[config.mk]
export PLATFORM = sky130hd
export DESIGN_NAME = bpfa_word_unit
export DESIGN_NICKNAME = d
export VERILOG_FILES = /design/src/hdl/bpfa_pkg.sv /design/src/hdl/bpfa_word_unit.sv
export SDC_FILE = /design/constraint.sdc
export NUM_CORES = 1
export LEC_CHECK = 0
export BUFFER_PORTS_ARGS = -buffer_cell sky130_fd_sc_hd__buf_2
export CORE_ASPECT_RATIO = 0.7
export CORE_UTILIZATION = 24
export DETAILED_ROUTE_END_ITERATION = 8
export PLACE_DENSITY_LB_ADDON = 0.08
export SLEW_MARGIN = 20
export SYNTH_ARGS = -nofsm -noshare
export SYNTH_HDL_FRONTEND = slang
export SYNTH_SLANG_ARGS = --single-unit
export TNS_END_PERCENT = 30
[constraint.sdc]
create_clock -name vclk -period 7.8
set_clock_uncertainty 0.2 [all_clocks]
set_input_delay 0.39 -clock vclk [all_inputs]
set_output_delay 0.39 -clock vclk [all_outputs]
set_load 0.05 [all_outputs]
[src/hdl/bpfa_pkg.sv]
// ----------------------------------------------------------------------------
// bpfa_pkg
// Shared types and constants for the bitmap page frame allocator.
// ----------------------------------------------------------------------------
package bpfa_pkg;

  localparam int WORD_W  = 64;
  localparam int WORD_LG = 6;
  localparam int CNT_W   = 14;
  localparam int IDX_W   = 12;
  localparam int PRES_W  = 13;
  localparam int OPC_W   = 3;
  localparam int ONES_W  = WORD_LG + 1;

  localparam logic [OPC_W-1:0] OP_REQUEST   = 3'd0;
  localparam logic [OPC_W-1:0] OP_FREE      = 3'd1;
  localparam logic [OPC_W-1:0] OP_LOCK      = 3'd2;
  localparam logic [OPC_W-1:0] OP_RESERVE   = 3'd3;
  localparam logic [OPC_W-1:0] OP_UNRESERVE = 3'd4;

  localparam logic [PRES_W-1:0] PRESENT_RST = 13'd4096;

  typedef enum logic [4:0] {
    ST_CLEAR = 5'b00001,
    ST_IDLE  = 5'b00010,
    ST_EXEC  = 5'b00100,
    ST_COUNT = 5'b01000,
    ST_DONE  = 5'b10000
  } state_t;

  typedef struct packed {
    logic [WORD_W-1:0] hits;
    logic              last_word;
  } word_res_t;

  typedef struct packed {
    logic              any;
    logic [WORD_LG-1:0] first;
    logic [ONES_W-1:0]  ones;
  } scan_res_t;

endpackage

[src/hdl/bpfa_word_unit.sv]
// ----------------------------------------------------------------------------
// bpfa_word_unit
// Masks one bitmap word to the active page window and selects the bits
// that a set or clear would change.
// ----------------------------------------------------------------------------
module bpfa_word_unit #(
  parameter int POS_W = 15
) (
  input  logic [POS_W-1:0]           cur,
  input  logic [POS_W-1:0]           lim,
  input  logic [bpfa_pkg::WORD_W-1:0] data,
  input  logic                       set_mode,
  output bpfa_pkg::word_res_t        res
);
  import bpfa_pkg::*;

  logic [POS_W-1:0]  base;
  logic [POS_W-1:0]  diff;
  logic [WORD_W-1:0] lo_mask;
  logic [WORD_W-1:0] hi_mask;
  logic [WORD_W-1:0] mask;
  logic              span_full;

  always_comb begin
    base      = {cur[POS_W-1:WORD_LG], {WORD_LG{1'b0}}};
    diff      = lim - base;
    span_full = (diff >= POS_W'(WORD_W));
    lo_mask   = {WORD_W{1'b1}} << cur[WORD_LG-1:0];
    hi_mask   = span_full ? {WORD_W{1'b1}} : ~({WORD_W{1'b1}} << diff[WORD_LG-1:0]);
    mask      = lo_mask & hi_mask;
    res.hits  = set_mode ? (mask & ~data) : (mask & data);
    res.last_word = (diff <= POS_W'(WORD_W));
  end

endmodule

==> results.toml <==
[outcome]
status = "finished clean"

[sta]
timing.final.crit_period_ns = 4.289
slew_headroom_pct = 27.10
layout_setup_ws_ns = 3.511
max_freq_mhz = 233.1
unrepaired_setup_endpoints_after_global_routing = "no"
finalSetupViolations = 0
drv_slew = 0
finalHoldViolCount = 0
hold_ws_ns = 1.000
worst-slew-pin-transition_ns = 1.090
finalSetupTns_ns = 0
final.period_utilization_pct = 54.99

[layout]
antenna-diode-count = 0
layout.nets = 622
syn2layout_area_growth_pct = 27.86
drive_gt1_share_pct = 42.25
clkbuf_count = 0
count_of_flip_flops_and_latches = 0
sequential_cell_area_um2 = 0
final_standard_cell_area_without_fillers_um2 = 3721

[routing]
detail_route.wl_per_cell_um = 19.64
dr_total_vias = 3366
route.detailed.drc = 0
drt-total-wl_um = 13220
antenna_viol_nets_final = 0
drt-initial-drc-count = 166
post_drt_via_cell_ratio = 5.001
detailedRoute.firstPassIterationCount = 4

[synthesis]
synth.most_common_cell = "xnor2_1"
synth-seq-area-share_pct = 0
mappedNetlistArea_um2 = 2910
synth_top_cell_area_share_pct = 14.45
postSynthCellCount = 394
synth_fp_nets = 498
synthDistinctLibCells = 51
postSynthAreaPerCell_um2 = 7.387
yosysWarningCount = 0
synthTopCellsByCount = "48 x xnor2_1, 38 x nand2_1, 35 x o21ai_0"
post-synth-top-area-cell = "xnor2_1"
top_post_synthesis_cells_by_area = "xnor2_1 14%, a221oi_2 11%, a21oi_4 6.1%"

[die]
start_util_pct = 24.73
placeable_core_region_um2 = 11770
num_rows = 33
die_width_um = 133.6
top_level_ports = 160
die_area_um2 = 12580
overall_die_height_um = 94.13

[power]
power.density_nw_per_um2 = 89.69
total_power_uw = 333.8
vdd.ir_drop.worst_uv = 38.72
p_leak_uw = 0.001646

[job]
drv_cap = 0

[place]
placement.cell_area_um2 = 3721
place_congestion = 0.8420
place_hpwl_um = 10010
place.port_buffers = 160
setup_slack_at_placement_ns = 3.474

[global_routing]
globalRoute.totalOverflow = 0
grt_use_total_pct = 20.55
vias_in_the_first_global_route = 3280
grt_antenna_before_repair = 0
grt_max_degree = 65
grt_pass1_wl_um = 20010

[hold_path]
hp-class = "in -> out"

[setup_path]
timing.critical_path.fanout_max = 19
worstPathCellList = "buf_2 > ha_1 > fa_1 > nand2b_1 > a21oi_1 > mux2i_1 > nand4_1 > nor3_4 > buf_4 > o21a_1 > buf_2"
worst_path_most_repeated_cell = "buf_2"
end_kind = "output port"
critPathLaunchType = "primary input"
cp_num_buf_inv = 3
crit_arrival_ns = 3.70
timing.setup.critical_path_class = "in -> out"
worstPathRequired_ns = 7.21
timing.critical_path.slowest_stage_cell = "nor3_4"
critPathTopFamily = "simple AND/OR/NAND/NOR gates"
maximum_cell_stage_delay_along_the_critical_path_ns = 0.93

[clock_tree]
cts_resized = 0
cts_post_setup_buffers_inserted = 0
hold_fix_buffer_count_after_cts = 0
## routing by layer
metal	track usage (%)	up-vias	part of all wire, %
met1	32.64	1555	53
met5	0	-	0
met3	2.481	2	6.7
li1	-	1658	-
met2	30.16	151	40
met4	0	0	0.045
## layout make-up
type	instances	area, um^2
tap	157	196.4
fill	1361	8046
multi-input combinational	340	2650
inverter	13	48.80
timing repair buffer	163	825.8
## power breakdown
part	internal [uW]	switching [uW]	leakage, uW
Clock	0	0	0
Combinational	102	231	0.00165
Sequential	0	0	0
Total	102	231	0.00165
## kinds of logic after synthesis
| group | synth area share (%) |
|---|---|
| AO/OA/AOI/OAI | 45.31 |
| XOR/XNOR | 20.72 |
| adder cells (fa/ha/maj) | 4.127 |
| buffers and inverters | 8.942 |
| multiplexers | 0.3440 |
| AND/OR/NAND/NOR | 20.55 |
## stage by stage
stage	utilization (%)	cells
2_1_floorplan	-	394
3_3_place_gp	31.62	673
3_5_place_dp	31.62	673
4_1_cts	31.62	673
5_1_grt	31.62	673
6_report	31.62	673
## worst paths after layout
kind	from	cells past startpoint	slack [ns]	to
setup / recovery	cur[6]	11	3.51	res[0]
hold / removal	data[63]	4	1.00	res[64]
## placed cells by master (no fill, tap or decap), drive strengths merged, types with 10 or more instances in the layout
cell type,Yosys,final
o21ai,35,35
inv,13,13
a21oi,34,34
nand2,38,38
a221oi,24,24
nor2,29,29
nand2b,15,15
xnor2,49,49
a211oi,10,10
buf,14,163
xor2,19,19
Power figures use the tool's default switching activity.
