**config.mk**
```make
export PLATFORM = sky130hd
export DESIGN_NAME = bpfa_scan_unit
export DESIGN_NICKNAME = d
export VERILOG_FILES = /design/src/hdl/bpfa_pkg.sv /design/src/hdl/bpfa_scan_unit.sv
export SDC_FILE = /design/constraint.sdc
export NUM_CORES = 1
export LEC_CHECK = 0
export ABC_AREA = 1
export BUFFER_PORTS_ARGS = -buffer_cell sky130_fd_sc_hd__buf_2
export CAP_MARGIN = 20
export CORE_MARGIN = 1
export CORE_UTILIZATION = 56
export DETAILED_ROUTE_END_ITERATION = 8
export PLACE_DENSITY = 0.85
export SYNTH_ARGS = -nofsm -noshare
export SYNTH_HDL_FRONTEND = slang
export SYNTH_SLANG_ARGS = --single-unit
```
**constraint.sdc**
```tcl
create_clock -name vclk -period 9.6
set_clock_uncertainty 0.1 [all_clocks]
set_input_delay 1.92 -clock vclk [all_inputs]
set_output_delay 1.92 -clock vclk [all_outputs]
set_load 0.03 [all_outputs]
```
**src/hdl/bpfa_pkg.sv**
```systemverilog
// ----------------------------------------------------------------------------
// bpfa_pkg
// Shared types and constants for the bitmap page frame allocator.
// ----------------------------------------------------------------------------
package bpfa_pkg;

  localparam int WORD_W  = 64;
  localparam int WORD_LG = 6;
  localparam int CNT_W   = 14;
  localparam int IDX_W   = 12;
  localparam int PRES_W  = 13;
  localparam int OPC_W   = 3;
  localparam int ONES_W  = WORD_LG + 1;

  localparam logic [OPC_W-1:0] OP_REQUEST   = 3'd0;
  localparam logic [OPC_W-1:0] OP_FREE      = 3'd1;
  localparam logic [OPC_W-1:0] OP_LOCK      = 3'd2;
  localparam logic [OPC_W-1:0] OP_RESERVE   = 3'd3;
  localparam logic [OPC_W-1:0] OP_UNRESERVE = 3'd4;

  localparam logic [PRES_W-1:0] PRESENT_RST = 13'd4096;

  typedef enum logic [4:0] {
    ST_CLEAR = 5'b00001,
    ST_IDLE  = 5'b00010,
    ST_EXEC  = 5'b00100,
    ST_COUNT = 5'b01000,
    ST_DONE  = 5'b10000
  } state_t;

  typedef struct packed {
    logic [WORD_W-1:0] hits;
    logic              last_word;
  } word_res_t;

  typedef struct packed {
    logic              any;
    logic [WORD_LG-1:0] first;
    logic [ONES_W-1:0]  ones;
  } scan_res_t;

endpackage

```
**src/hdl/bpfa_scan_unit.sv**
```systemverilog
// ----------------------------------------------------------------------------
// bpfa_scan_unit
// Finds the lowest set bit of a word and counts its set bits.
// ----------------------------------------------------------------------------
module bpfa_scan_unit (
  input  logic [bpfa_pkg::WORD_W-1:0] vec,
  output bpfa_pkg::scan_res_t         res
);
  import bpfa_pkg::*;

  localparam int NIB = WORD_W / 4;
  localparam int BYT = WORD_W / 8;
  localparam int GRP = NIB / 4;

  logic [2:0]        nib_cnt [NIB];
  logic [4:0]        grp_cnt [GRP];
  logic [ONES_W-1:0] total;
  logic [BYT-1:0]    byte_any;
  logic [2:0]        byte_low [BYT];
  logic [2:0]        sel_byte;
  logic [7:0]        cur_byte;

  always_comb begin
    for (int n = 0; n < NIB; n++) begin
      nib_cnt[n] = 3'(vec[4*n]) + 3'(vec[4*n+1]) + 3'(vec[4*n+2]) + 3'(vec[4*n+3]);
    end
    for (int g = 0; g < GRP; g++) begin
      grp_cnt[g] = 5'(nib_cnt[4*g]) + 5'(nib_cnt[4*g+1])
                 + 5'(nib_cnt[4*g+2]) + 5'(nib_cnt[4*g+3]);
    end
    total = '0;
    for (int g = 0; g < GRP; g++) begin
      total = total + ONES_W'(grp_cnt[g]);
    end

    for (int b = 0; b < BYT; b++) begin
      cur_byte    = vec[8*b +: 8];
      byte_any[b] = |cur_byte;
      byte_low[b] = 3'd0;
      for (int k = 7; k >= 0; k--) begin
        if (cur_byte[k]) begin
          byte_low[b] = 3'(k);
        end
      end
    end
    sel_byte = 3'd0;
    for (int b = BYT - 1; b >= 0; b--) begin
      if (byte_any[b]) begin
        sel_byte = 3'(b);
      end
    end

    res.any   = |byte_any;
    res.first = {sel_byte, byte_low[sel_byte]};
    res.ones  = total;
  end

endmodule

```
==> flow_results.org <==
** Route
- Routed length per placed instance :: 13.5 um
- Post-detailed-route count of antenna-violating nets :: 0
- Initial DRC count :: ~200
- The first detailed-routing pass ran for 7 iterations.
- Total via count after detailed routing :: 2,683
- After detailed routing, the number of remaining DRC violations is 6.
- Wirelength, routed :: about 6800 um
- Number of vias per cell :: between 5 and 6

** Timing
- Based on the critical path, the design can be clocked at up to between 100 and 150 MHz.
- Number of failing hold endpoints at the final stage :: 0
- Actual slew at the worst max-slew pin :: roughly 390 ps
- Final number of setup-violating endpoints :: 0
- Worst slew margin :: about 74%
- Count of final max-slew check failures :: 0
- Period utilisation layout :: between 90% and 100%
- For the finished layout, the period the worst path requires is about 9500 ps.
- Setup repair after global routing could not meet its margin everywhere.

** Synthesis
- In the synthesized netlist, mux cells make up 0% of the area.
- The share of synthesized area in the top cell type comes to between 40 and 50%.
- Register area share after synthesis :: 0%
- The synthesized netlist occupies a cell area of ~2700 sq um.
- Synth Area in Compound Gates :: under 10%
- By area the synthesized netlist is led by sky130_fd_sc_hd__fa_1 40%, sky130_fd_sc_hd__inv_1 14%, sky130_fd_sc_hd__nand2_1 8.0%.
- Post-Syn Area per Cell :: around 7.3 sq um
- Of the total synthesized cell area, the portion taken by full adders, half adders and majority gates is a little under half.
- In the synthesized netlist, the number of instances is ~370.
- Yosys warning total :: 0
- Dominant cell type by area after synthesis :: sky130_fd_sc_hd__fa_1
- Synth Area in Simple Gates :: 24.5%
- Counting every net in the synthesized netlist gives 500.
- Yosys cell types :: 29
- By area, the combinational part of the netlist is dominated by adder cells.
- XOR/XNOR Fraction of Synth Area :: between 1 and 1.5%

** Placement
- After detailed placement, the total cell area comes to about 3100 sq um.
- Post-DP HPWL :: 6010 um
- Routability cong. :: about 0.96
- Number of port buffers :: 78

** Worst setup path
- STA puts the critical path data required time at roughly 7600 ps.
- Worst path buffer plus inverter count :: 9
- In this run the number of cells on the critical path is 23.
- Crit path cell chain :: buf_6 -> inv_4 -> fa_1 -> inv_2 -> fa_2 -> inv_2 -> fa_2 -> inv_2 -> fa_2 -> fa_1 -> fa_2 -> inv_2 -> fa_2 -> fa_1 -> inv_2 -> ha_4 -> fa_2 -> nand3_2 -> and2_4 -> inv_2 -> a21oi_2 -> o21bai_1 -> buf_4
- The critical path is of the input pin to output port type.
- The kind of cell with the highest combined delay along the critical path is adder cells.
- STA classifies the critical path endpoint as an output port.
- Highest fanout seen on the critical path :: 2
- Data arrives at the worst endpoint at ~7500 ps.
- Longest individual stage delay on the worst path :: 550 ps
- STA classifies the critical path startpoint as an input pin.
- On the critical path, the stage with the largest delay is an instance of sky130_fd_sc_hd__fa_2.

** Min path
- The tightest min-delay check is of the input pin to output port type.
- The worst hold path was traced through 3 stages.

** Layout
- Number of inserted filler cells in the final layout :: about 360
- Clock buffer count :: 0
- Area added between synthesis and finish :: 21.2%
- Share of final-layout standard cells stronger than drive strength 1 :: around 31%
- After the last flow step, the layout net total stands at 585.
- Summing all flip-flop and latch instances after layout gives 0 sq um.
- Final Instance Area :: between 3000 and 4000 sq um
- Number of flip-flops and latches :: 0
- Antenna Cells :: 0

** Floorplan
- In this run the count of I/O pins placed on the die edge is between 70 and 80.
- Initial cell density of the core :: between 50% and 60%
- The die covers slightly above 5000 sq um.
- Width of the die :: ~71 um
- Chip height :: approximately 70 um
- The floorplan has 24 rows.
- Core box area :: between 4000 and 5000 sq um

** Global route
- Overflow left after global routing :: 0
- Entering global routing, the biggest net connects 13 pins.
- Number of global-route vias before repair :: 2,540
- Initial antenna violation count :: 0
- Wire length of the first global-routing pass :: approximately 11,000 um
- Global routing used between 20% and 30% of the available tracks.

** Status
- Run status :: finished, violations left
- The final reports fail on design-rule violations.

** Clock network
- For this design, the CTS-stage hold fixing added 0 buffers.

** Run
- Max-Cap Viols :: 0
final timing paths:
check | slack [ps] | from | endpoint
min | 4160 | vec[2] | res[0]
max | 100 | vec[47] | res[6]
area by class of cell:
type	count	area, sq um	share of cell area, %
Multi-Input combinational cell	252	2290	70.7
Inverter	113	427	13.2
Timing Repair Buffer	84	458	14.1
Tap cell	52	65.1	2.01
per-layer routing:
| layer | wire length (um) | global-route usage (%) | up-vias |
|---|---|---|---|
| met3 | 463 | 0.285 | 18 |
| met1 | 2670 | 39.6 | 1251 |
| met4 | 216 | 6.89 | 0 |
| met2 | 3410 | 49.0 | 130 |
| met5 | 0 | 0 | - |
| li1 | - | - | 1284 |
layout by cell type, fill, tap and decap left out:
cell type	netlist	layout
sky130_fd_sc_hd__buf_2	0	72
sky130_fd_sc_hd__clkinv_1	3	3
sky130_fd_sc_hd__and2_1	2	1
sky130_fd_sc_hd__a31oi_2	0	1
sky130_fd_sc_hd__buf_6	1	2
sky130_fd_sc_hd__o21ai_1	1	1
sky130_fd_sc_hd__nand2b_1	1	1
sky130_fd_sc_hd__o311ai_0	1	1
sky130_fd_sc_hd__and2_4	0	1
sky130_fd_sc_hd__o31ai_1	6	6
sky130_fd_sc_hd__xor2_1	3	3
sky130_fd_sc_hd__fa_2	0	9
sky130_fd_sc_hd__inv_2	13	21
sky130_fd_sc_hd__nor2_2	11	11
sky130_fd_sc_hd__o211ai_1	1	1
sky130_fd_sc_hd__nor2_1	13	13
sky130_fd_sc_hd__inv_4	0	1
sky130_fd_sc_hd__nand3_1	31	30
sky130_fd_sc_hd__a21oi_2	1	2
sky130_fd_sc_hd__nand2_2	3	3
sky130_fd_sc_hd__nand3_2	2	3
sky130_fd_sc_hd__fa_1	54	45
sky130_fd_sc_hd__ha_1	16	15
sky130_fd_sc_hd__nor4_4	1	1
sky130_fd_sc_hd__a31oi_1	3	2
sky130_fd_sc_hd__buf_4	0	9
sky130_fd_sc_hd__ha_4	0	1
sky130_fd_sc_hd__xnor2_1	1	1
sky130_fd_sc_hd__o21bai_1	5	5
sky130_fd_sc_hd__a21oi_1	14	13
sky130_fd_sc_hd__inv_1	97	88
sky130_fd_sc_hd__clkbuf_4	0	1
sky130_fd_sc_hd__nor3_1	4	4
sky130_fd_sc_hd__nand2_1	57	57
sky130_fd_sc_hd__nand4_1	6	6
sky130_fd_sc_hd__o21ai_0	13	13
sky130_fd_sc_hd__nor3_4	2	2
cell usage after synthesis, types with 2 or more instances:
cell type	n
sky130_fd_sc_hd__a21oi_1	14
sky130_fd_sc_hd__a31oi_1	3
sky130_fd_sc_hd__and2_1	2
sky130_fd_sc_hd__clkinv_1	3
sky130_fd_sc_hd__fa_1	54
sky130_fd_sc_hd__ha_1	16
sky130_fd_sc_hd__inv_1	97
sky130_fd_sc_hd__inv_2	13
sky130_fd_sc_hd__nand2_1	57
sky130_fd_sc_hd__nand2_2	3
sky130_fd_sc_hd__nand3_1	31
sky130_fd_sc_hd__nand3_2	2
sky130_fd_sc_hd__nand4_1	6
sky130_fd_sc_hd__nor2_1	13
sky130_fd_sc_hd__nor2_2	11
sky130_fd_sc_hd__nor3_1	4
sky130_fd_sc_hd__nor3_4	2
sky130_fd_sc_hd__o21ai_0	13
sky130_fd_sc_hd__o21bai_1	5
sky130_fd_sc_hd__o31ai_1	6
sky130_fd_sc_hd__xor2_1	3
metrics by stage:
| step | hold slack [ps] | setup slack, ps | setup TNS (ps) | utilization (%) | cells |
|---|---|---|---|---|---|
| final | 4160 | 99.4 | 0 | 72.4 | 501 |
| after global routing | 4180 | -92.2 | -185 | 72.4 | 501 |
| after CTS | 4160 | 14.1 | 0 | 70.1 | 497 |
| after detailed placement | 4160 | -50.6 | -69.0 | 70.0 | 497 |
| after global placement | 4150 | 89.1 | 0 | 70.0 | 497 |
| after floorplan | 3980 | 69.5 | 0 | - | 366 |
timing repair:
action / 4_1_cts / 5_1_grt
endpoints found under the hold margin: 0 / 0
gates resized for setup: 1 / 31
setup endpoints to repair: 2 / 4
gates cloned: 0 / 0
pin swaps: 1 / 14
buffers inserted: 0 / 4
cells by family after synthesis:
group                      Yosys count
and+or+nand+nor                    133
buffers and inverters              114
adders and majority gates           70
AOI/OAI and AO/OA                   45
xor gates and xnor gates             4
Power is not shown: default switching activity piles up to over one toggle a cycle in this logic, so the estimate is an artifact.
